**src/hdl/assert_macros.svh**
```systemverilog
// assertion helpers shared by the rtl
`ifndef ASSERT_MACROS_SVH
`define ASSERT_MACROS_SVH

// checked on every rising clock edge outside reset
`define ASSERT_CLK(label, prop, msg) \
   label: assert property (@(posedge clock) disable iff (reset) prop) else $error(msg);

// checked on every rising clock edge, reset included
`define ASSERT_ALWAYS(label, prop, msg) \
   label: assert property (@(posedge clock) prop) else $error(msg);

`endif

```
**src/hdl/dmc_div.sv**
```systemverilog
module dmc_div #(
   parameter int NW = 34,
   parameter int DW = 19
) (
   input  logic          clock,
   input  logic          reset,
   input  logic          start,
   input  logic [NW-1:0] dividend,
   input  logic [DW-1:0] divisor,
   output logic          busy,
   output logic          done,
   output logic [NW-1:0] quotient
);

   localparam int CNTW = $clog2(NW + 1);

   logic [DW-1:0]   rem_ff, rem_in;
   logic [DW-1:0]   den_ff, den_in;
   logic [NW-1:0]   quo_ff, quo_in;
   logic [CNTW-1:0] cnt_ff, cnt_in;
   logic            busy_ff, busy_in;

   logic [DW:0]     trial;
   logic [DW+1:0]   diff;
   logic            ge;

   always_comb begin
      trial   = {rem_ff, quo_ff[NW-1]};
      diff    = {1'b0, trial} - {2'b0, den_ff};
      ge      = ~diff[DW+1];
      rem_in  = rem_ff;
      den_in  = den_ff;
      quo_in  = quo_ff;
      cnt_in  = cnt_ff;
      busy_in = busy_ff;
      if (start) begin
         rem_in  = '0;
         den_in  = divisor;
         quo_in  = dividend;
         cnt_in  = CNTW'(NW);
         busy_in = 1'b1;
      end else if (busy_ff) begin
         if (cnt_ff == '0) begin
            busy_in = 1'b0;
         end else begin
            // restoring step, one quotient bit per cycle
            rem_in = ge ? diff[DW-1:0] : trial[DW-1:0];
            quo_in = {quo_ff[NW-2:0], ge};
            cnt_in = cnt_ff - 1'b1;
         end
      end
   end

   always_ff @(posedge clock) begin
      if (reset) begin
         busy_ff <= 1'b0;
         cnt_ff  <= '0;
      end else begin
         busy_ff <= busy_in;
         cnt_ff  <= cnt_in;
      end
      rem_ff <= rem_in;
      den_ff <= den_in;
      quo_ff <= quo_in;
   end

   assign busy     = busy_ff;
   assign done     = busy_ff && (cnt_ff == '0);
   assign quotient = quo_ff;

endmodule

```
**config.mk**
```make
export PLATFORM = sky130hd
export DESIGN_NAME = dmc_div
export DESIGN_NICKNAME = d
export VERILOG_FILES = /design/src/hdl/assert_macros.svh /design/src/hdl/dmc_div.sv
export SDC_FILE = /design/constraint.sdc
export NUM_CORES = 1
export LEC_CHECK = 0
export ABC_AREA = 0
export BUFFER_PORTS_ARGS = -buffer_cell sky130_fd_sc_hd__buf_2
export CELL_PAD_IN_SITES_DETAIL_PLACEMENT = 1
export CELL_PAD_IN_SITES_GLOBAL_PLACEMENT = 2
export CORE_ASPECT_RATIO = 0.75
export CORE_MARGIN = 5
export CORE_UTILIZATION = 29
export DETAILED_ROUTE_END_ITERATION = 7
export PLACE_DENSITY_LB_ADDON = 0.1
export SYNTH_ARGS = -nofsm -noshare
export SYNTH_HDL_FRONTEND = slang
export SYNTH_SLANG_ARGS = --single-unit
```
**constraint.sdc**
```tcl
create_clock -name clock -period 4.6 [get_ports clock]
set_input_delay 1.15 -clock clock [delete_from_list [all_inputs] [get_ports clock]]
set_output_delay 1.15 -clock clock [all_outputs]
set_load 0.005 [all_outputs]
```
==> impl_metrics.ini, run 1 <==
[detailed_routing]
drc = 0
vias = 3152
wl_mm = 10.9
drtIter0Drc = 173
detail-route-antenna-nets = 0
wire_per_inst_um = 16.2
viasPerCell = 4.68
dr.pass1.iters = 4

[floorplan]
dieWidth_um = 149
core_area_um2 = 14400
std_cell_rows = 38
die-area_um2 = 17100
initial_core_util_pct = 29.4
pin_count = 92
die_h_um = 114

[worst_setup_path]
cp.required_ps = 4810
startpoint_type = flop
cp-end-kind = flop
crit_type = reg2reg
arrival_ps = 3020
critPathMaxFanout = 22

[synthesis]
synth.area.top_cells = edfxtp_1 (38%), dfxtp_1 (12%), mux2_2 (9.1%)
syn_avg_cell_area_um2 = 11.3
yosys.area.top_type_share_pct = 37.7
synth_most_common_cell = edfxtp_1
yosys_warnings = 0
ys_seq_area_share_pct = 50.0
ys_seq_elements = 79
synth_fp_nets = 453
synth_area_um2 = 4220
synthArstFlopShare_pct = 0
synth_cell_types = 52
synth_cells = 375
synth_flop_cell = edfxtp_1
synth_edf_count = 53
synth_commonest_cells = edfxtp_1 (53), mux2_2 (34), inv_1 (27), dfxtp_1 (26), nand2_1 (26)
yosys.area.top_type = edfxtp_1

[pwr]
p_per_area_nw_per_um2 = 374
power.leakage_nw = 2.12
finalPower_w = 0.00193
ir_worst_vdd_v = 0.000156

[clock_network]
cts_root_buffer = clkbuf_16
cts_setup_buffers = 0
insertion_delay_ps = 340
clk_pin_slew_worst_paths_ps = 60
cts-buffers-inserted = 9
cts_sinks = 79
clock_path_buffers = 2
cts_hold_buf = 0
cts_resized = 0
cts_tree = yes
htree_levels = 3

[global_routing]
antenna_found_initial = 0
track_usage_pct = 13.0
grt_pass1_wl_mm = 17.4
grt_pass1_vias = 3274
grt_max_degree = 40
overflow = 0

[worst_hold_path]
hold_class = reg2reg

[sta]
hold_violations = 0
relSlewSlack_pct = 46.0
final-max-slew-violation-count = 0
rsz0062_at_grt = no
clock.fmax_mhz = 356
hold_ws_ps = 489
fin_ws_ps = 1790
period_needed_ps = 2810
setup_viol = 0
min_period_over_period_pct = 61.1
tns_ps = 0
clock_skew_ps = 8.77
worst_pin_slew_ps = 811

[placement]
io_buffers = 91
gp_congestion = 0.773
place_hpwl_mm = 8.17
place_ws_ps = 1740

[final_layout]
diodes = 0
syn_to_final_growth_pct = 22.6
drive_above_1_share_pct = 32.3
finalNetCount = 546

[flow_run]
drv_cap = 0

[status]
run_status = completed
## state kept, by name (all words and copies together), names as in the netlist
| name | flops |
|---|---|
| quotient | 34 |
| den_ff | 19 |
| rem_ff | 19 |
| cnt_ff | 6 |
| busy | 1 |
## cell families (layout without fill, tap and decap cells)
group	Yosys count	count (layout)	synth area share [%]
AND/OR/NAND/NOR	82	82	9.48
flip-flops	79	79	50.0
multiplexers	43	43	11.2
XOR/XNOR	20	20	4.15
buffers and inverters	40	138	3.97
AO/OA/AOI/OAI	89	89	14.5
adder cells (fa/ha/maj)	22	22	6.70
## path summary, 6_finish.rpt
check	start	end	slack (ps)	cells past startpoint
worst max-delay path	quotient[33]$_DFFE_PP_	rem_ff[10]$_SDFFE_PP0P_	1790	11
worst min-delay path	rem_ff[1]$_SDFFE_PP0P_	rem_ff[1]$_SDFFE_PP0P_	490	2
worst max register to register	quotient[33]$_DFFE_PP_	rem_ff[10]$_SDFFE_PP0P_	1790	11
worst min register to register	rem_ff[1]$_SDFFE_PP0P_	rem_ff[1]$_SDFFE_PP0P_	490	2
## per-stage QoR
step	cell area [um2]	instances	utilization [%]
floorplan	4220	375	-
global placement	4910	657	34.2
detailed placement	4910	657	34.2
CTS	5180	673	36.0
global route	5180	673	36.0
finish	5180	673	36.0
## worst max-delay path, stage by stage (launching register included)
cell	delay (ps)
edfxtp_1	360
inv_1	60
ha_1	240
fa_1	420
nor2b_1	190
o31ai_2	160
a2111o_1	410
o211ai_2	80
buf_4	330
nor2_1	140
a22oi_1	190
o22ai_1	110
## power breakdown
group          switching [W]  internal [W]  leakage (nW)  total [W]
clock network       0.000282      0.000362         0.126   0.000644
logic               0.000234      0.000181          1.26   0.000415
registers          0.0000383      0.000837         0.737   0.000875
total               0.000554       0.00138          2.12    0.00193
## routing by layer
layer | vias up | wire, um | track usage [%]
met5 | - | 0 | 0
met4 | 0 | 130 | 3.41
met3 | 13 | 270 | 3.24
met2 | 37 | 5020 | 20.2
met1 | 1523 | 5460 | 18.0
li1 | 1579 | - | -
## final cells by class
type / count / area [um2]
clock buffers: 10 / 229
clock inverters: 6 / 37.5
fillers: 1667 / 9180
inverters: 27 / 101
multi-input cells: 256 / 1950
flip-flops and latches: 79 / 2110
well taps: 200 / 250
repair buffers: 95 / 498
## cells in the final DEF, fill, tap and decap left out, types with 5 or more instances in the layout
master / instances
a211oi_1: 11
a21oi_1: 21
buf_2: 91
clkbuf_16: 9
dfxtp_1: 26
edfxtp_1: 53
ha_1: 21
inv_1: 27
mux2_2: 34
mux2i_1: 9
nand2_1: 26
nand3_1: 5
nor2_1: 21
nor3_1: 9
o21ai_0: 18
xnor2_1: 9
xor2_1: 11
Power figures use the tool's default switching activity.
==> inputs of run 2 (changes only) <==
==> constraint.sdc (replaced) <==
create_clock -name clock -period 2.3 [get_ports clock]
set_input_delay 0.575 -clock clock [delete_from_list [all_inputs] [get_ports clock]]
set_output_delay 0.575 -clock clock [all_outputs]
set_load 0.005 [all_outputs]
==> run 2 against run 1 <==
  * The run now ends with negative setup slack left
  * Largest power group unchanged
  * Sequential share of layout area fell by 5.6 points
  * Combinational power rose to 2.8 times the previous value
  * Clock power rose by 140%
  * Clock skew fell by 4.9 ps
  * Non-clock buffer count rose by 67
  * Largest cell class is now multi-input gates
  * Critical path type unchanged
  * Highest routed layer unchanged
  * Fmax rose by 15%
==> impl_metrics.ini, run 2 (synthesized netlist as in run 1, its figures left out) <==
[global_routing]
grt_pass1_vias = 3644
overflow = 0
grt_pass1_wl_mm = 19.5
track_usage_pct = 14.6
antenna_found_initial = 0
grt_max_degree = 36

[final_layout]
finalNetCount = 613
largest_reg_flops = 34
fillers = 1606
drive_above_1_share_pct = 47.4
layout_common_cells = buf_2 (91), buf_4 (64), edfxtp_1 (53)
final_common_cell = buf_2
diodes = 0
syn_to_final_growth_pct = 42.2
finish.utilization_pct = 41.8

[pwr]
p_switching_w = 0.00127
power.leakage_nw = 2.51
finalPower_w = 0.00448
p_int_w = 0.00321
power_frac_seq_pct = 39.0
switching_share_pct = 28.4
ir_worst_vdd_v = 0.000294
p_comb_share_pct = 25.8
p_per_area_nw_per_um2 = 746
pwr-share-clk_pct = 35.2

[detailed_routing]
drc = 0
wl_met1_mm = 6.30
route.met2.wl_mm = 5.51
viasPerCell = 4.62
wire_per_inst_um = 16.6
top_layer_used = met4
detail-route-antenna-nets = 0
wl_mm = 12.3
vias = 3419
met3_length_um = 351
dr.pass1.iters = 4
drtIter0Drc = 126

[worst_hold_path]
holdPathEnd = den_ff[14]$_DFFE_PP_
worstHoldStart = divisor[14]
hold_class = in2reg
hold_path_depth = 1

[worst_setup_path]
critPathMaxStageDelay_ps = 410
arrival_ps = 2650
crit_chain = ha_4, fa_2, nor2b_4, o31ai_4, a2111o_1, o211ai_4, buf_4, buf_6, nor2_4, a22oi_1, o22ai_1
r2r_cells = 11
cp-end-kind = flop
crit_type = reg2reg
startpoint_type = flop
slowest_stage = edfxtp_1
cp_num_cells = 11
path_buf_inv = 2
critPathMaxFanout = 5
critPathLaunch = den_ff[0]$_DFFE_PP_
cp_top_family = compound AO/OA/AOI/OAI gates
r2r_setup_slack_ps = -140
r2r_end = rem_ff[10]$_SDFFE_PP0P_
worstReg2RegStart = den_ff[0]$_DFFE_PP_
cp.required_ps = 2520

[floorplan]
die_h_um = 114
core_area_um2 = 14400
initial_core_util_pct = 29.4
die-area_um2 = 17100
std_cell_rows = 38
pin_count = 92
dieWidth_um = 149

[sta]
final-max-slew-violation-count = 0
clock_skew_ps = 3.85
fin_ws_ps = -136
rsz0062_at_grt = yes
worst_pin_slew_ps = 379
relSlewSlack_pct = 74.5
min_period_over_period_pct = 106
setup_viol = 18
period_needed_ps = 2440
hold_violations = 0
clock.fmax_mhz = 411

[status]
violations = negative setup slack
run_status = finished, violations left

[clock_network]
cts_hold_buf = 0
cts_sinks = 79
cts_tree = yes
insertion_delay_ps = 340
clock_path_buffers = 2
htree_levels = 3
cts_root_buffer = clkbuf_16
cts-buffers-inserted = 9
clk_pin_slew_worst_paths_ps = 60

[placement]
gp_congestion = 0.784
io_buffers = 91
place_hpwl_mm = 9.35

[flow_run]
drv_cap = 0
## run 2: cell count changes in the layout (fill, tap and decap cells not counted), sizes merged
cell      before  now
clkbuf        10    9
bufinv         0    2
clkinvlp       2    1
clkinv         4    2
buf           95  162
inv           27   29
## run 2: worst max path at each step
stage / to / slack [ps]
2_1_floorplan: rem_ff[10]$_SDFFE_PP0P_ / 20
3_3_place_gp: rem_ff[15]$_SDFFE_PP0P_ / -90
3_5_place_dp: rem_ff[11]$_SDFFE_PP0P_ / -170
4_1_cts: rem_ff[8]$_SDFFE_PP0P_ / -150
5_1_grt: rem_ff[0]$_SDFFE_PP0P_ / -220
6_report: rem_ff[10]$_SDFFE_PP0P_ / -140
## run 2: cell type report
cell class	count	area (um2)	share of cell area, %
Multi-Input combinational cell	256	2180	36.3
Sequential cell	79	2110	35.2
Timing Repair Buffer	162	1040	17.3
Tap cell	200	250	4.17
Clock buffer	9	225	3.75
Inverter	27	101	1.69
Clock inverter	7	95.1	1.58
## run 2: timing repair
action                                  4_1_cts  5_1_grt
endpoints found under the setup margin       20       20
pin swaps                                     4        7
gates cloned                                  1        0
buffers inserted                              6        4
resized for setup                            18       33
## run 2: power groups by stage
stage | clock network [W] | logic, W | registers [W]
floorplan | 0 | 0.000555 | 0.00177
global placement | 0 | 0.00101 | 0.00177
detailed placement | 0 | 0.00102 | 0.00177
CTS | 0.00162 | 0.00111 | 0.00175
global route | 0.00168 | 0.00127 | 0.00177
finish | 0.00157 | 0.00115 | 0.00175
## run 2: worst reg2reg max path, delay by kind of cell, from the launching register on
kind / cells / cell delay [ps]
AOI/OAI and AO/OA: 5 / 900
DFF: 1 / 410
buffers and inverters: 2 / 270
and+or+nand+nor: 2 / 190
adders and majority gates: 2 / 550
## run 2: per-stage QoR
step / area, um2 / setup WS [ps] / TNS [ps] / hold WS, ps / cells
2_1_floorplan: 4230 / 18.0 / 0 / 449 / 375
3_3_place_gp: 5380 / -90.4 / -421 / 515 / 715
3_5_place_dp: 5380 / -168 / -1880 / 518 / 715
4_1_cts: 5850 / -149 / -1660 / 390 / 738
5_1_grt: 6000 / -219 / -3380 / 389 / 740
6_report: 6000 / -136 / -1590 / 405 / 740
## run 2: per-layer routing
metal | vias up | GRT usage, %
met2 | 42 | 22.1
li1 | 1710 | -
met3 | 11 | 3.68
met1 | 1656 | 20.8
met5 | - | 0
met4 | 0 | 3.48
==> inputs of run 3 (changes only) <==
--- a/config.mk
+++ b/config.mk
@@ -6,12 +6,14 @@
 export NUM_CORES = 1
 export LEC_CHECK = 0
 export ABC_AREA = 0
+export ABC_CLOCK_PERIOD_IN_PS = 2300
 export BUFFER_PORTS_ARGS = -buffer_cell sky130_fd_sc_hd__buf_2
 export CELL_PAD_IN_SITES_DETAIL_PLACEMENT = 1
 export CELL_PAD_IN_SITES_GLOBAL_PLACEMENT = 2
-export CORE_ASPECT_RATIO = 0.75
+export CORE_ASPECT_RATIO = 0.5
 export CORE_MARGIN = 5
 export CORE_UTILIZATION = 29
+export CTS_CLUSTER_SIZE = 24
 export DETAILED_ROUTE_END_ITERATION = 7
 export PLACE_DENSITY_LB_ADDON = 0.1
 export SYNTH_ARGS = -nofsm -noshare
==> run 3 against run 2 <==
  * The run still ends with negative setup slack left
  * Final area decreased by 4.9%
  * Register-to-register slack better by 80 ps
  * Clock power down 12%
  * Global-route usage down 0.33 points
  * Clock skew rose by 3.7 ps
  * First-iteration DRC count increased by 27%
  * Sequential power about the same
  * Combinational power fell by 9.6%
  * Worst hold slack gained 8.4 ps
  * Critical path type unchanged
==> impl_metrics.ini, run 3 (synthesized netlist as in run 1, its figures left out) <==
[status]
run_status = finished, violations left
violations = negative setup slack

[final_layout]
largest_reg_flops = 34
syn_to_final_growth_pct = 35.2
diodes = 0
finish.utilization_pct = 39.8
final_common_cell = buf_2
finalNetCount = 601
design_area_um2 = 5710
drive_above_1_share_pct = 42.6
layout_common_cells = buf_2 (91), buf_4 (55), edfxtp_1 (53)
fillers = 1655

[worst_setup_path]
startpoint_type = flop
cp-end-kind = flop
cp_num_cells = 11
r2r_cells = 11
crit_chain = inv_2, ha_2, fa_2, nor2b_4, o31ai_2, a2111o_1, o211ai_4, buf_12, buf_4, mux2i_1, a21oi_1
critPathMaxStageDelay_ps = 410
crit_type = reg2reg
cp.required_ps = 2510
path_buf_inv = 3
critPathMaxFanout = 9
arrival_ps = 2560
slowest_stage = a2111o_1
cp_top_family = compound AO/OA/AOI/OAI gates

[global_routing]
grt_max_degree = 42
overflow = 0
grt_pass1_vias = 3725
track_usage_pct = 14.2
grt_pass1_wl_mm = 19.5
antenna_found_initial = 2

[sta]
relSlewSlack_pct = 75.2
period_needed_ps = 2360
clock_skew_ps = 7.55
clock.fmax_mhz = 424
worst_pin_slew_ps = 372
hold_ws_ps = 413
rsz0062_at_grt = yes
final-max-slew-violation-count = 0
fin_ws_ps = -56.4
min_period_over_period_pct = 102
setup_viol = 10
hold_violations = 0

[clock_network]
cts_tree = yes
cts_hold_buf = 0
insertion_delay_ps = 340
clk_pin_slew_worst_paths_ps = 70
cts-buffers-inserted = 9
cts_sinks = 79
htree_levels = 3
cts_root_buffer = clkbuf_16
clock_path_buffers = 2

[floorplan]
dieWidth_um = 181
die_h_um = 95.3
initial_core_util_pct = 29.4
pin_count = 92
std_cell_rows = 31
die-area_um2 = 17200
core_area_um2 = 14400

[worst_hold_path]
hold_class = in2reg
hold_path_depth = 1

[detailed_routing]
dr.pass1.iters = 4
drtIter0Drc = 160
detail-route-antenna-nets = 0
vias = 3444
wl_mm = 12.1
viasPerCell = 4.74
drc = 0
wire_per_inst_um = 16.7

[pwr]
ir_worst_vdd_v = 0.000357
power.leakage_nw = 2.40
p_per_area_nw_per_um2 = 731
finalPower_w = 0.00417

[flow_run]
drv_cap = 0

[placement]
gp_congestion = 0.741
postPlaceCellArea_um2 = 5320
io_buffers = 91
place_hpwl_mm = 9.17
==> run 3: cell count changes in the layout (fill, tap and decap cells not counted), sizes merged <==
cell    before  now
buf        162  150
bufinv       2    0
clkinv       2    3
clkbuf       9   10
==> run 3: where the power goes <==
group          internal [W]  switching (W)  leakage (nW)
Combinational      0.000515       0.000527          1.53
Sequential          0.00167      0.0000787         0.737
Clock              0.000750       0.000628         0.135
Total               0.00294        0.00123          2.40
==> run 3: layout make-up <==
| type | count | area, um2 | area share, % |
|---|---|---|---|
| Timing Repair Buffer | 150 | 931 | 16.3 |
| Tap cell | 198 | 248 | 4.34 |
| Clock buffer | 10 | 229 | 4.01 |
| Inverter | 27 | 101 | 1.78 |
| Multi-Input combinational cell | 256 | 2030 | 35.6 |
| Clock inverter | 6 | 53.8 | 0.943 |
| Sequential cell | 79 | 2110 | 37.0 |
==> run 3: worst paths after layout <==
| kind | end | from | slack [ps] |
|---|---|---|---|
| worst max-delay path | rem_ff[18]$_SDFFE_PP0P_ | quotient[33]$_DFFE_PP_ | -60 |
| worst min-delay path | den_ff[8]$_DFFE_PP_ | divisor[8] | 410 |
| worst max register to register | rem_ff[18]$_SDFFE_PP0P_ | quotient[33]$_DFFE_PP_ | -60 |
| worst min register to register | rem_ff[1]$_SDFFE_PP0P_ | rem_ff[1]$_SDFFE_PP0P_ | 490 |
==> run 3: worst register-to-register path: cells and delay by family (launching register included) <==
kind / cells / cell delay, ps
compound gates: 4 / 710
fa+ha+maj: 2 / 560
flops: 1 / 350
buf+inv: 3 / 310
mux: 1 / 160
simple gates: 1 / 140
==> run 3: repair_timing <==
item	4_1_cts	5_1_grt
pin swaps	2	1
buffers inserted	1	2
resized for setup	6	17
setup endpoints to repair	20	20
hold endpoints to repair	0	0
==> run 3: per-stage QoR <==
stage	setup TNS [ps]	instances	setup WS (ps)
floorplan	0	375	18.0
global placement	-293	707	-54.0
detailed placement	-1410	707	-151
CTS	-490	724	-64.4
global route	-2360	726	-175
finish	-328	726	-56.4
==> run 3: routing by layer <==
metal	vias up	GRT usage (%)	part of all wire [%]
li1	1695	-	-
met2	83	20.4	41
met5	-	0	0.21
met1	1649	19.7	50
met3	13	6.59	8.2
met4	4	2.89	0.69
